`src/hw/rtl/gaus_pkg.sv`:
```
package gaus_pkg;

    // Sizes of the system and of the fixed-point words
    localparam int MAX_N     = 8;
    localparam int FRAC_BITS = 16;
    localparam int DATA_W    = 32;
    localparam int NCOLS     = MAX_N + 1;
    localparam int WK_DEPTH  = MAX_N * NCOLS;
    localparam int ADDR_W    = $clog2(WK_DEPTH);
    localparam int ROW_W     = $clog2(MAX_N);
    localparam int COL_W     = $clog2(MAX_N + 1);
    localparam int RHS_COL   = MAX_N;
    localparam int RESET_SIZE = 8;
    localparam int CFG_W     = 4;

    // Arithmetic widths
    localparam int PROD_W = 2 * DATA_W;
    localparam int MUL_W  = PROD_W - FRAC_BITS;
    localparam int ACC_W  = MUL_W + 4;
    localparam int DIV_W  = DATA_W + FRAC_BITS;
    localparam int DCNT_W = $clog2(DIV_W + 1);

    // Stream widths, padded to whole bytes
    localparam int IN_W   = ((ROW_W + COL_W + DATA_W + 7) / 8) * 8;
    localparam int OUT_W  = ((ROW_W + DATA_W + 7) / 8) * 8;

    typedef logic signed [DATA_W-1:0] fx_t;

    typedef struct packed {
        logic done;
        logic sat;
        fx_t  quot;
    } div_res_t;

    localparam logic signed [ACC_W-1:0] FX_MAX_W =
        {{(ACC_W - DATA_W + 1){1'b0}}, {(DATA_W - 1){1'b1}}};
    localparam logic signed [ACC_W-1:0] FX_MIN_W =
        {{(ACC_W - DATA_W + 1){1'b1}}, {(DATA_W - 1){1'b0}}};

    // Scale a full product back to fixed point, truncating toward zero
    function automatic logic signed [MUL_W-1:0] fx_scale(input logic signed [PROD_W-1:0] p);
        logic signed [MUL_W-1:0] t;
        t = MUL_W'(p >>> FRAC_BITS);
        if (p[PROD_W-1] && (p[FRAC_BITS-1:0] != '0))
            t = t + MUL_W'(1);
        return t;
    endfunction

    function automatic logic sat_hit(input logic signed [ACC_W-1:0] v);
        return (v > FX_MAX_W) || (v < FX_MIN_W);
    endfunction

    function automatic fx_t sat_fx(input logic signed [ACC_W-1:0] v);
        fx_t r;
        if (v > FX_MAX_W)
            r = FX_MAX_W[DATA_W-1:0];
        else if (v < FX_MIN_W)
            r = FX_MIN_W[DATA_W-1:0];
        else
            r = v[DATA_W-1:0];
        return r;
    endfunction

    // Word address of row r, column c in the row-major store
    function automatic logic [ADDR_W-1:0] wk_addr(input logic [ROW_W-1:0] r,
                                                  input logic [COL_W-1:0] c);
        return ADDR_W'(int'(r) * NCOLS + int'(c));
    endfunction

endpackage

```
`src/hw/rtl/gaus_div.sv`:
```
module gaus_div import gaus_pkg::*; (
    input  logic     aclk,
    input  logic     aresetn,
    input  logic     start,
    input  fx_t      num,
    input  fx_t      den,
    output div_res_t res
);

    logic                busy_reg;
    logic [DCNT_W-1:0]   cnt_reg;
    logic [DATA_W-1:0]   rem_reg;
    logic [DIV_W-1:0]    dvd_reg;
    logic [DATA_W-1:0]   dsr_reg;
    logic                neg_reg;
    div_res_t            res_reg;

    logic [DATA_W:0]     rem_sh;
    logic                ge;
    logic [DATA_W-1:0]   num_mag;
    logic [DATA_W-1:0]   den_mag;
    logic                ovf_pos;
    logic                ovf_neg;

    assign num_mag = num[DATA_W-1] ? DATA_W'(-num) : DATA_W'(num);
    assign den_mag = den[DATA_W-1] ? DATA_W'(-den) : DATA_W'(den);

    // One restoring step: shift in the next dividend bit, try the subtract
    assign rem_sh = {rem_reg, dvd_reg[DIV_W-1]};
    assign ge     = rem_sh >= {1'b0, dsr_reg};

    assign ovf_pos = dvd_reg[DIV_W-1:DATA_W-1] != '0;
    assign ovf_neg = (dvd_reg[DIV_W-1:DATA_W] != '0) ||
                     (dvd_reg[DATA_W-1] && (dvd_reg[DATA_W-2:0] != '0));

    always_ff @(posedge aclk) begin
        if (!aresetn) begin
            busy_reg     <= 1'b0;
            res_reg.done <= 1'b0;
        end else begin
            res_reg.done <= 1'b0;
            if (start) begin
                busy_reg <= 1'b1;
                cnt_reg  <= DCNT_W'(DIV_W);
                rem_reg  <= '0;
                dvd_reg  <= {num_mag, {FRAC_BITS{1'b0}}};
                dsr_reg  <= den_mag;
                neg_reg  <= num[DATA_W-1] ^ den[DATA_W-1];
            end else if (busy_reg && (cnt_reg != '0)) begin
                rem_reg <= ge ? DATA_W'(rem_sh - {1'b0, dsr_reg}) : rem_sh[DATA_W-1:0];
                dvd_reg <= {dvd_reg[DIV_W-2:0], ge};
                cnt_reg <= cnt_reg - 1'b1;
            end else if (busy_reg) begin
                // Apply the sign and saturate the quotient
                busy_reg     <= 1'b0;
                res_reg.done <= 1'b1;
                if (neg_reg) begin
                    res_reg.sat  <= ovf_neg;
                    res_reg.quot <= ovf_neg ? FX_MIN_W[DATA_W-1:0]
                                            : fx_t'(~dvd_reg[DATA_W-1:0] + 1'b1);
                end else begin
                    res_reg.sat  <= ovf_pos;
                    res_reg.quot <= ovf_pos ? FX_MAX_W[DATA_W-1:0]
                                            : fx_t'(dvd_reg[DATA_W-1:0]);
                end
            end
        end
    end

    assign res = res_reg;

    a_start_idle: assert property (@(posedge aclk) disable iff (!aresetn)
        start |-> !busy_reg) else $error("divider started while busy");

    a_done_after_busy: assert property (@(posedge aclk) disable iff (!aresetn)
        res_reg.done |-> $past(busy_reg)) else $error("quotient without a division");

    a_finish: assert property (@(posedge aclk) disable iff (!aresetn)
        (busy_reg && (cnt_reg == '0) && !start) |=> res_reg.done)
        else $error("division did not finish");

endmodule

```
`config.mk`:
```
export PLATFORM = sky130hd
export DESIGN_NAME = gaus_div
export DESIGN_NICKNAME = d
export VERILOG_FILES = /design/src/hw/rtl/gaus_pkg.sv /design/src/hw/rtl/gaus_div.sv
export SDC_FILE = /design/constraint.sdc
export NUM_CORES = 1
export LEC_CHECK = 0
export ABC_AREA = 0
export BUFFER_PORTS_ARGS = -buffer_cell sky130_fd_sc_hd__buf_2
export CAP_MARGIN = 30
export CORE_MARGIN = 3
export CORE_UTILIZATION = 55
export CTS_CLUSTER_DIAMETER = 200
export DETAILED_ROUTE_END_ITERATION = 8
export GPL_TIMING_DRIVEN = 0
export MAX_ROUTING_LAYER = met4
export PLACE_DENSITY = 0.8
export SETUP_SLACK_MARGIN = 0.3
export SYNTH_ARGS = -nofsm -noshare
export SYNTH_HDL_FRONTEND = slang
export SYNTH_SLANG_ARGS = --single-unit
```
`constraint.sdc`:
```
create_clock -name aclk -period 7.5 [get_ports aclk]
set_input_delay 0.375 -clock aclk [delete_from_list [all_inputs] [get_ports aclk]]
set_output_delay 0.375 -clock aclk [all_outputs]
set_load 0.02 [all_outputs]
```
==> results of run 1 <==
## placed cells by master, fill, tap and decap left out, types with 31 or more instances in the layout
cell,Yosys,layout
nor3_1,32,31
edfxtp_1,152,152
inv_1,65,65
buf_2,2,102
a21oi_1,68,68
ha_1,37,37
clkbuf_1,32,33
nand2_1,79,79
xor2_1,35,35
xnor2_1,52,52
o21ai_0,53,53
nor2_1,98,98
## stage by stage
step | utilization [%] | power [W] | std cells
finish | 65.27 | 0.002557 | 1374
global route | 65.27 | 0.002672 | 1374
CTS | 65.26 | 0.002559 | 1373
detailed placement | 61.66 | 0.001641 | 1341
global placement | 61.22 | 0.001626 | 1337
floorplan | - | 0.001490 | 1012
## routing by layer
layer,vias to the layer above,wire length [um]
met2,343,11490
met3,53,1600
met4,0,569
li1,4001,-
met1,3953,10200
met5,-,0
## logic make-up (layout without fill, tap and decap cells)
logic type,Yosys count,count (layout),synth area share [%]
AO/OA/AOI/OAI,250,250,16.57
multiplexers,23,23,2.334
flip-flops,154,154,46.43
XOR/XNOR,87,87,7.684
buffers and inverters,111,247,4.580
AND/OR/NAND/NOR,349,349,17.54
adder cells (fa/ha/maj),38,38,4.870
other,0,1,0
## critical path: cells and delay by family (launching register included)
kind / cells / cell delay [ns]
buffers and inverters: 2 / 0.84
adders and majority gates: 1 / 0.30
DFF: 1 / 0.44
AOI/OAI and AO/OA: 3 / 1.01
and+or+nand+nor: 4 / 0.86
## layout make-up
class	count	area [um^2]	share of cell area [%]
timing repair buffer	104	563.0	4.936
tap	225	281.5	2.468
clock inverter	11	158.9	1.393
clock buffer	21	470.5	4.124
multi-input combinational	747	4872	42.71
buffer	43	193.9	1.700
inverter	68	260.3	2.281
antenna	1	2.502	0.02194
sequential	154	4604	40.36
## final timing paths
path / slack (ns) / to / start
hold / removal: 0.17 / dsr_reg[0] / den[0]
setup / recovery: 3.86 / rem_reg[17] / rem_reg[26]
hold reg to reg: 0.48 / res[33] / busy_reg
setup reg to reg: 3.86 / rem_reg[17] / rem_reg[26]
## power by group through the flow
stage | combinational [W] | sequential (W) | clock, W
6_report | 0.000572 | 0.00107 | 0.000919
5_1_grt | 0.000639 | 0.00107 | 0.000960
3_5_place_dp | 0.000558 | 0.00108 | 0
3_3_place_gp | 0.000540 | 0.00109 | 0
2_1_floorplan | 0.000417 | 0.00107 | 0
4_1_cts | 0.000567 | 0.00106 | 0.000927
==> run summary, run 1 <==
status -> completed
Initial DRT Pass Iterations -> 5
largest net degree at the start of global routing -> 36
Reg power frac -> 41.7%
area grow syn2layout -> 15.03%
GRT busiest layer -> met2
syn_area_per_cell -> 9.799 um^2
global-route wire length before repair -> 39210 um
GPL Wtd Cong -> 0.9782
most used cell, CP -> clkbuf_1
Clock Latency Late Sink -> 0.44 ns
NetSw -> 0.0007474 W
synth warn -> 0
CTS tree -> done
Crit. End Element -> flip-flop
drt total wl -> 23850 um
Startpoint Class -> flip-flop
vias per inst -> 6.077
Syn Std Cell Area -> 9917 um^2
placed standard-cell area -> 10780 um^2
Clk pwr share -> 35.9%
vias -> 8350
vias in the first global route -> 7959
Max Buffers Root-to-Sink -> 2
Top FF cell, synth -> edfxtp_1
Hold Crit Class -> in2reg
total core area -> 17480 um^2
Clock Sinks -> 154
num rows -> 48
maximum VDD drop -> 0.1841 mV
fin nets -> 1240
die height -> 140.3 um
max_slew headroom -> 40.99%
Distinct cells, synth -> 71
R2R cell count -> 10
Total Neg Setup Slack -> 0 ns
hold_ws -> 0.1690 ns
crit path kind -> reg2reg
Synthesized Nets -> 1117
FMAX -> 274.5 MHz
max incr delay on CP -> 0.54 ns
post-cts resize count -> 0
die width -> 140.3 um
CP cell instances -> ha_1 -> clkbuf_1 -> and3_1 -> nand2_1 -> or4_1 -> a22o_1 -> a21oi_1 -> clkbuf_1 -> nor2_1 -> a211oi_1
Synth async-reset ratio -> 0%
io pins -> 101
GR Overflow Total -> 0
Root Buffer -> clkbuf_16
fillers -> 1343
DRC viols -> 0
number of routed nets with antenna violations -> 0
GR met3 Demand/Resource -> 5.189%
most frequent cell after synthesis -> edfxtp_1
H-tree lvl count -> 4
Max Transition Viols Final -> 0
Leak Pwr -> 4.325 nW
Synth area leader -> edfxtp_1
required time of the worst setup path -> 7.76 ns
initial detailed-routing violation count -> 901
initial antenna violation count -> 1
CTS Hold Bufs -> 0
depth of the worst hold-timing path -> 1
Starting Density -> 56.74%
Crit path arrival time -> 3.90 ns
design area -> 11410 um^2
internal power -> 0.001809 W
max-cap violations -> 0
Final Cycle Share -> 48.57%
synth top area cells -> edfxtp_1, ha_1, xnor2_1, nor2_1, a21oi_1
crit path time final -> 3.643 ns
Post-Place Setup Slack -> 3.956 ns
Crit Path Max Fanout -> 10
Num CTS Buffers -> 17
post-synthesis sequential area ratio -> 46.43%
Net Sw Frac -> 29.23%
Final Hold Fails -> 0
unrepaired setup endpoints after global routing -> false
Synth top cells by count -> edfxtp_1, nor2_1, nand2_1
Comb pwr share -> 22.4%
synthesized flop and latch total -> 154
die area -> 19680 um^2
DP Wirelength -> 17330 um
GRT Total Usage -> 25.16%
I/O Buffers -> 100
Worst-path clk slew -> 0.06 ns
max FFs per register -> 48
Final Skew -> 0.007106 ns
PD cells -> 224.1 nW/um^2
Post-synth EDFFs -> 152
layout cells sized above 1 -> 13.85%
WL per Instance -> 17.36 um
Slew @ Worst Pin -> 0.8804 ns
Post-Synthesis Cells -> 1012
Yosys top cell area share -> 46.03%
met1 Resource Use GR -> 32.24%
GR Layer Usage met2 -> 40.35%
slowest CP cell -> clkbuf_1
setup violators final -> 0
Setup Buffers After CTS -> 0
final worst setup slack -> 3.857 ns
(Power assumes the default switching activity.)
==> run 2, diff against run 1 <==
- CORE_UTILIZATION: 55 -> 54
- PLACE_DENSITY: 0.8 -> 0.82
- clock period: 7.5 -> 3.3 ns (I/O delays scaled with it)
==> run summary, run 2 (synthesis results as in run 1) <==
status -> completed
Clock Sinks -> 154
most frequent cells in the layout -> edfxtp_1, buf_2, nor2_1
crit path kind -> reg2reg
NetSw -> 0.001903 W
global-route wire length before repair -> 39850 um
crit path time final -> 3.221 ns
Max Transition Viols Final -> 0
layout cells sized above 1 -> 22.77%
PD cells -> 486.5 nW/um^2
DP Wirelength -> 17800 um
initial detailed-routing violation count -> 1036
max-cap violations -> 0
GR Overflow Total -> 0
Hold Path Origin -> den[13]
crit path from -> dvd_reg[0]
Startpoint Class -> flip-flop
largest net degree at the start of global routing -> 25
Hold Crit Class -> in2reg
number of routed nets with antenna violations -> 0
Final Skew -> 0.01417 ns
Final Hold Fails -> 0
die width -> 141.5 um
GR met3 Demand/Resource -> 4.685%
die area -> 20030 um^2
hold endpoint -> dsr_reg[13]
Crit Path Max Fanout -> 6
Slew @ Worst Pin -> 0.8391 ns
I/O Buffers -> 100
GR Layer Usage met2 -> 40.96%
vias in the first global route -> 8114
Worst-path clk slew -> 0.07 ns
fin nets -> 1278
WL per Instance -> 19.73 um
Final Cycle Share -> 97.60%
met1 Resource Use GR -> 32.35%
Root Buffer -> clkbuf_16
GPL Wtd Cong -> 0.9784
vias -> 8945
CTS tree -> done
drt total wl -> 27870 um
Crit. End Element -> flip-flop
max FFs per register -> 48
Total Neg Setup Slack -> 0 ns
max_slew headroom -> 43.88%
maximum VDD drop -> 0.4456 mV
Crit path arrival time -> 3.48 ns
num rows -> 48
fillers -> 1233
H-tree lvl count -> 4
area grow syn2layout -> 24.12%
Leak Pwr -> 4.662 nW
die height -> 141.5 um
r2r setup slk -> 0.08 ns
internal power -> 0.004085 W
GRT busiest layer -> met2
initial antenna violation count -> 1
DRC viols -> 0
post-layout power -> 0.005988 W
Worst R2R Start -> dvd_reg[0]
Num CTS Buffers -> 17
Initial DRT Pass Iterations -> 6
vias per inst -> 6.331
GRT Total Usage -> 25.24%
Clock Latency Late Sink -> 0.44 ns
Net Sw Frac -> 31.78%
Max Buffers Root-to-Sink -> 2
Reg power frac -> 40.6%
Inst Count DP -> 1342
Clk pwr share -> 32.3%
R2R cell count -> 12
Comb pwr share -> 27.1%
total core area -> 17660 um^2
final cell count without fillers -> 1413
worst r2r dst -> res[13]
required time of the worst setup path -> 3.56 ns
commonest non-fill, non-tap cell in the layout -> edfxtp_1
unrepaired setup endpoints after global routing -> true
setup violators final -> 0
io pins -> 101
FMAX -> 310.5 MHz
Starting Density -> 56.16%
depth of the worst hold-timing path -> 2
==> run 2: changes by cell type in the layout (fill, tap and decap cells not counted), moves of 5 or more <==
cell and delta:
buf_4 +29, o311ai_1 -19, a21oi_1 -8, a21oi_2 +7
o311ai_2 +17, o21ai_1 +5, o31ai_1 -5, o21ai_0 -11
clkbuf_2 +10, buf_16 +5, o21ai_2 +6, clkbuf_1 -13
==> run 2: worst max path at each step <==
stage	end	cells after the start	slack (ns)
floorplan	res[16]	13	0.31
global placement	rem_reg[6]	10	-0.20
detailed placement	rem_reg[9]	10	-0.23
CTS	rem_reg[18]	10	0.26
global route	res[13]	12	-0.02
finish	res[13]	12	0.08
==> run 2: critical path, stage by stage (launching register included) <==
cell and delay [ns]:
edfxtp_1 0.41, inv_2 0.11, ha_4 0.15, inv_2 0.04, or3_4 0.34, nor4b_4 0.39
nand4_2 0.17, or3_4 0.37, o31a_4 0.35, buf_8 0.17, o31ai_4 0.29, nand2_1 0.13
o311ai_2 0.11
==> run 2: area by class of cell <==
class | count | area, um^2 | share of cell area, %
sequential | 154 | 4604 | 37.41
antenna | 2 | 5.005 | 0.04066
inverter | 68 | 260.3 | 2.114
clock buffer | 17 | 425.4 | 3.456
tap | 225 | 281.5 | 2.287
buffer | 43 | 261.5 | 2.124
clock inverter | 15 | 138.9 | 1.128
timing repair buffer | 141 | 991.0 | 8.050
multi-input combinational | 748 | 5341 | 43.39
==> run 2: layer usage <==
metal  wire length, um  part of all wire [%]
met1             10840                    39
met2             13820                    50
met3              2310                   8.3
met4               903                   3.2
met5                 0                     0
==> run 2: power groups by stage <==
stage / logic [W] / clock network, W / registers [W]
6_report: 0.00162 / 0.00193 / 0.00243
5_1_grt: 0.00175 / 0.00202 / 0.00244
4_1_cts: 0.00136 / 0.00192 / 0.00242
3_5_place_dp: 0.00128 / 0 / 0.00246
3_3_place_gp: 0.00122 / 0 / 0.00246
2_1_floorplan: 0.000951 / 0 / 0.00243
==> run 2: per-stage QoR <==
| stage | worst slack (ns) | cell area, um^2 | hold WS (ns) | util [%] |
|---|---|---|---|---|
| 2_1_floorplan | 0.3140 | 9938 | 0.2639 | - |
| 3_3_place_gp | -0.1964 | 10720 | 0.3883 | 60.71 |
| 3_5_place_dp | -0.2304 | 10860 | 0.3920 | 61.53 |
| 4_1_cts | 0.2638 | 11680 | 0.02258 | 66.13 |
| 5_1_grt | -0.01981 | 12310 | 0.03269 | 69.70 |
| 6_report | 0.07918 | 12310 | 0.03342 | 69.71 |
==> run 2: repair_timing <==
item                                    CTS  global route
pin swaps                                 6            17
resized for setup                        34            95
cloned                                    0             5
buffers inserted                         11            19
endpoints found under the setup margin   63            62
hold endpoints to repair                  2             0
hold buffers                              2             0
==> run 3, diff against run 2 <==
- SETUP_SLACK_MARGIN: 0.3 -> 0.15
==> run summary, run 3 (synthesis results as in run 1) <==
status -> completed
max-cap violations -> 0
slowest CP cell -> edfxtp_1
Crit. End Element -> flip-flop
CP cell instances -> inv_2 -> ha_4 -> inv_2 -> or3_4 -> nor4b_4 -> nand4_2 -> or3_4 -> o31a_4 -> buf_2 -> o21ai_0 -> nand2_1 -> o311ai_1
initial detailed-routing violation count -> 1066
Storage cell area -> 4604 um^2
utilization after layout -> 68.20%
Worst R2R Start -> dvd_reg[0]
r2r setup slk -> 0.10 ns
fin nets -> 1260
Startpoint Class -> flip-flop
I/O Buffers -> 100
die width -> 141.5 um
required time of the worst setup path -> 3.55 ns
Leak Pwr -> 4.567 nW
total core area -> 17660 um^2
Hold Crit Class -> in2reg
PD cells -> 500.1 nW/um^2
post-layout power -> 0.006023 W
WL per Instance -> 18.74 um
drt total wl -> 26100 um
global-route wire length before repair -> 40200 um
depth of the worst hold-timing path -> 2
FMAX -> 312.5 MHz
Starting Density -> 56.16%
DRC viols -> 0
hold endpoint -> busy_reg
Hold Path Origin -> aresetn
Clock Latency Late Sink -> 0.44 ns
crit path kind -> reg2reg
max FFs per register -> 48
Clock Sinks -> 154
unrepaired setup endpoints after global routing -> true
Max Buffers Root-to-Sink -> 2
Worst-path clk slew -> 0.07 ns
most frequent cells in the layout -> edfxtp_1, buf_2, nor2_1
worst r2r dst -> res[9]
vias in the first global route -> 8228
Total Neg Setup Slack -> 0 ns
io pins -> 101
max incr delay on CP -> 0.42 ns
Initial DRT Pass Iterations -> 6
placed standard-cell area -> 10810 um^2
GR Overflow Total -> 0
die height -> 141.5 um
vias -> 8708
CTS tree -> done
fillers -> 1269
GRT Total Usage -> 25.55%
commonest non-fill, non-tap cell in the layout -> edfxtp_1
num rows -> 48
Crit path arrival time -> 3.45 ns
vias per inst -> 6.251
crit path time final -> 3.200 ns
R2R cell count -> 12
design area -> 12040 um^2
max_slew headroom -> 39.35%
ant diodes -> 0
area grow syn2layout -> 21.44%
Crit Path Max Fanout -> 10
Slew @ Worst Pin -> 0.9097 ns
largest net degree at the start of global routing -> 34
Num CTS Buffers -> 17
DP Wirelength -> 17820 um
initial antenna violation count -> 0
Final Cycle Share -> 96.96%
Root Buffer -> clkbuf_16
Final Skew -> 0.008533 ns
layout cells sized above 1 -> 20.29%
H-tree lvl count -> 4
setup violators final -> 0
die area -> 20030 um^2
Max Transition Viols Final -> 0
Final Hold Fails -> 0
number of routed nets with antenna violations -> 0
GPL Wtd Cong -> 0.9791
maximum VDD drop -> 0.4435 mV
footprint of the multi-input gates -> 5241 um^2
## run 3: cell type report
| class | instances | area share (%) |
|---|---|---|
| clock buffer | 17 | 3.532 |
| multi-input combinational | 747 | 43.52 |
| clock inverter | 15 | 1.704 |
| sequential | 154 | 38.23 |
| tap | 225 | 2.338 |
| timing repair buffer | 124 | 6.462 |
| inverter | 68 | 2.161 |
| buffer | 43 | 2.047 |
## run 3: worst max-delay path, delay by kind of cell (launching register included)
family / cells / cell delay, ns
AOI/OAI and AO/OA: 3 / 0.72
adders and majority gates: 1 / 0.14
buffers and inverters: 3 / 0.36
DFF: 1 / 0.42
and+or+nand+nor: 5 / 1.37
## run 3: timing repair
action,CTS,global route
resized for setup,26,67
pin swaps,2,6
hold buffers,1,0
cloned,0,2
endpoints found under the hold margin,1,0
setup endpoints to repair,62,57
buffers inserted,6,11
## run 3: worst max path at each step
| stage | startpoint | to | slack (ns) | depth (start not counted) |
|---|---|---|---|---|
| after floorplan | dvd_reg[1] | res[16] | 0.26 | 13 |
| after global placement | rem_reg[26] | rem_reg[29] | -0.28 | 10 |
| after detailed placement | dvd_reg[0] | res[2] | -0.33 | 12 |
| after CTS | dvd_reg[47] | rem_reg[28] | 0.16 | 12 |
| after global routing | dvd_reg[0] | res[11] | 0.05 | 12 |
| final | dvd_reg[0] | res[9] | 0.10 | 12 |
## run 3: power breakdown
part	internal, W	switching (W)	leakage, nW	total (W)
Sequential	0.00233	0.000102	1.44	0.00243
Clock	0.00122	0.000898	0.308	0.00212
Combinational	0.000616	0.000854	2.82	0.00147
## run 3: routing by layer
layer	vias to the layer above	routed length, um	part of all wire (%)	global-route usage [%]
met5	-	0	0	-
met4	0	807	3.1	11.16
met3	79	2082	8.0	4.247
met2	471	12580	48	40.21
met1	4114	10630	41	32.90
li1	4044	-	-	-
## run 3: stage by stage
step           hold slack (ns)  setup WS (ns)  instances
2_1_floorplan           0.2639         0.2642       1012
3_3_place_gp            0.3903        -0.2781       1337
3_5_place_dp            0.4027        -0.3312       1341
4_1_cts              0.0007327         0.1586       1380
5_1_grt                0.03281        0.04681       1393
6_report               0.01603         0.1004       1393
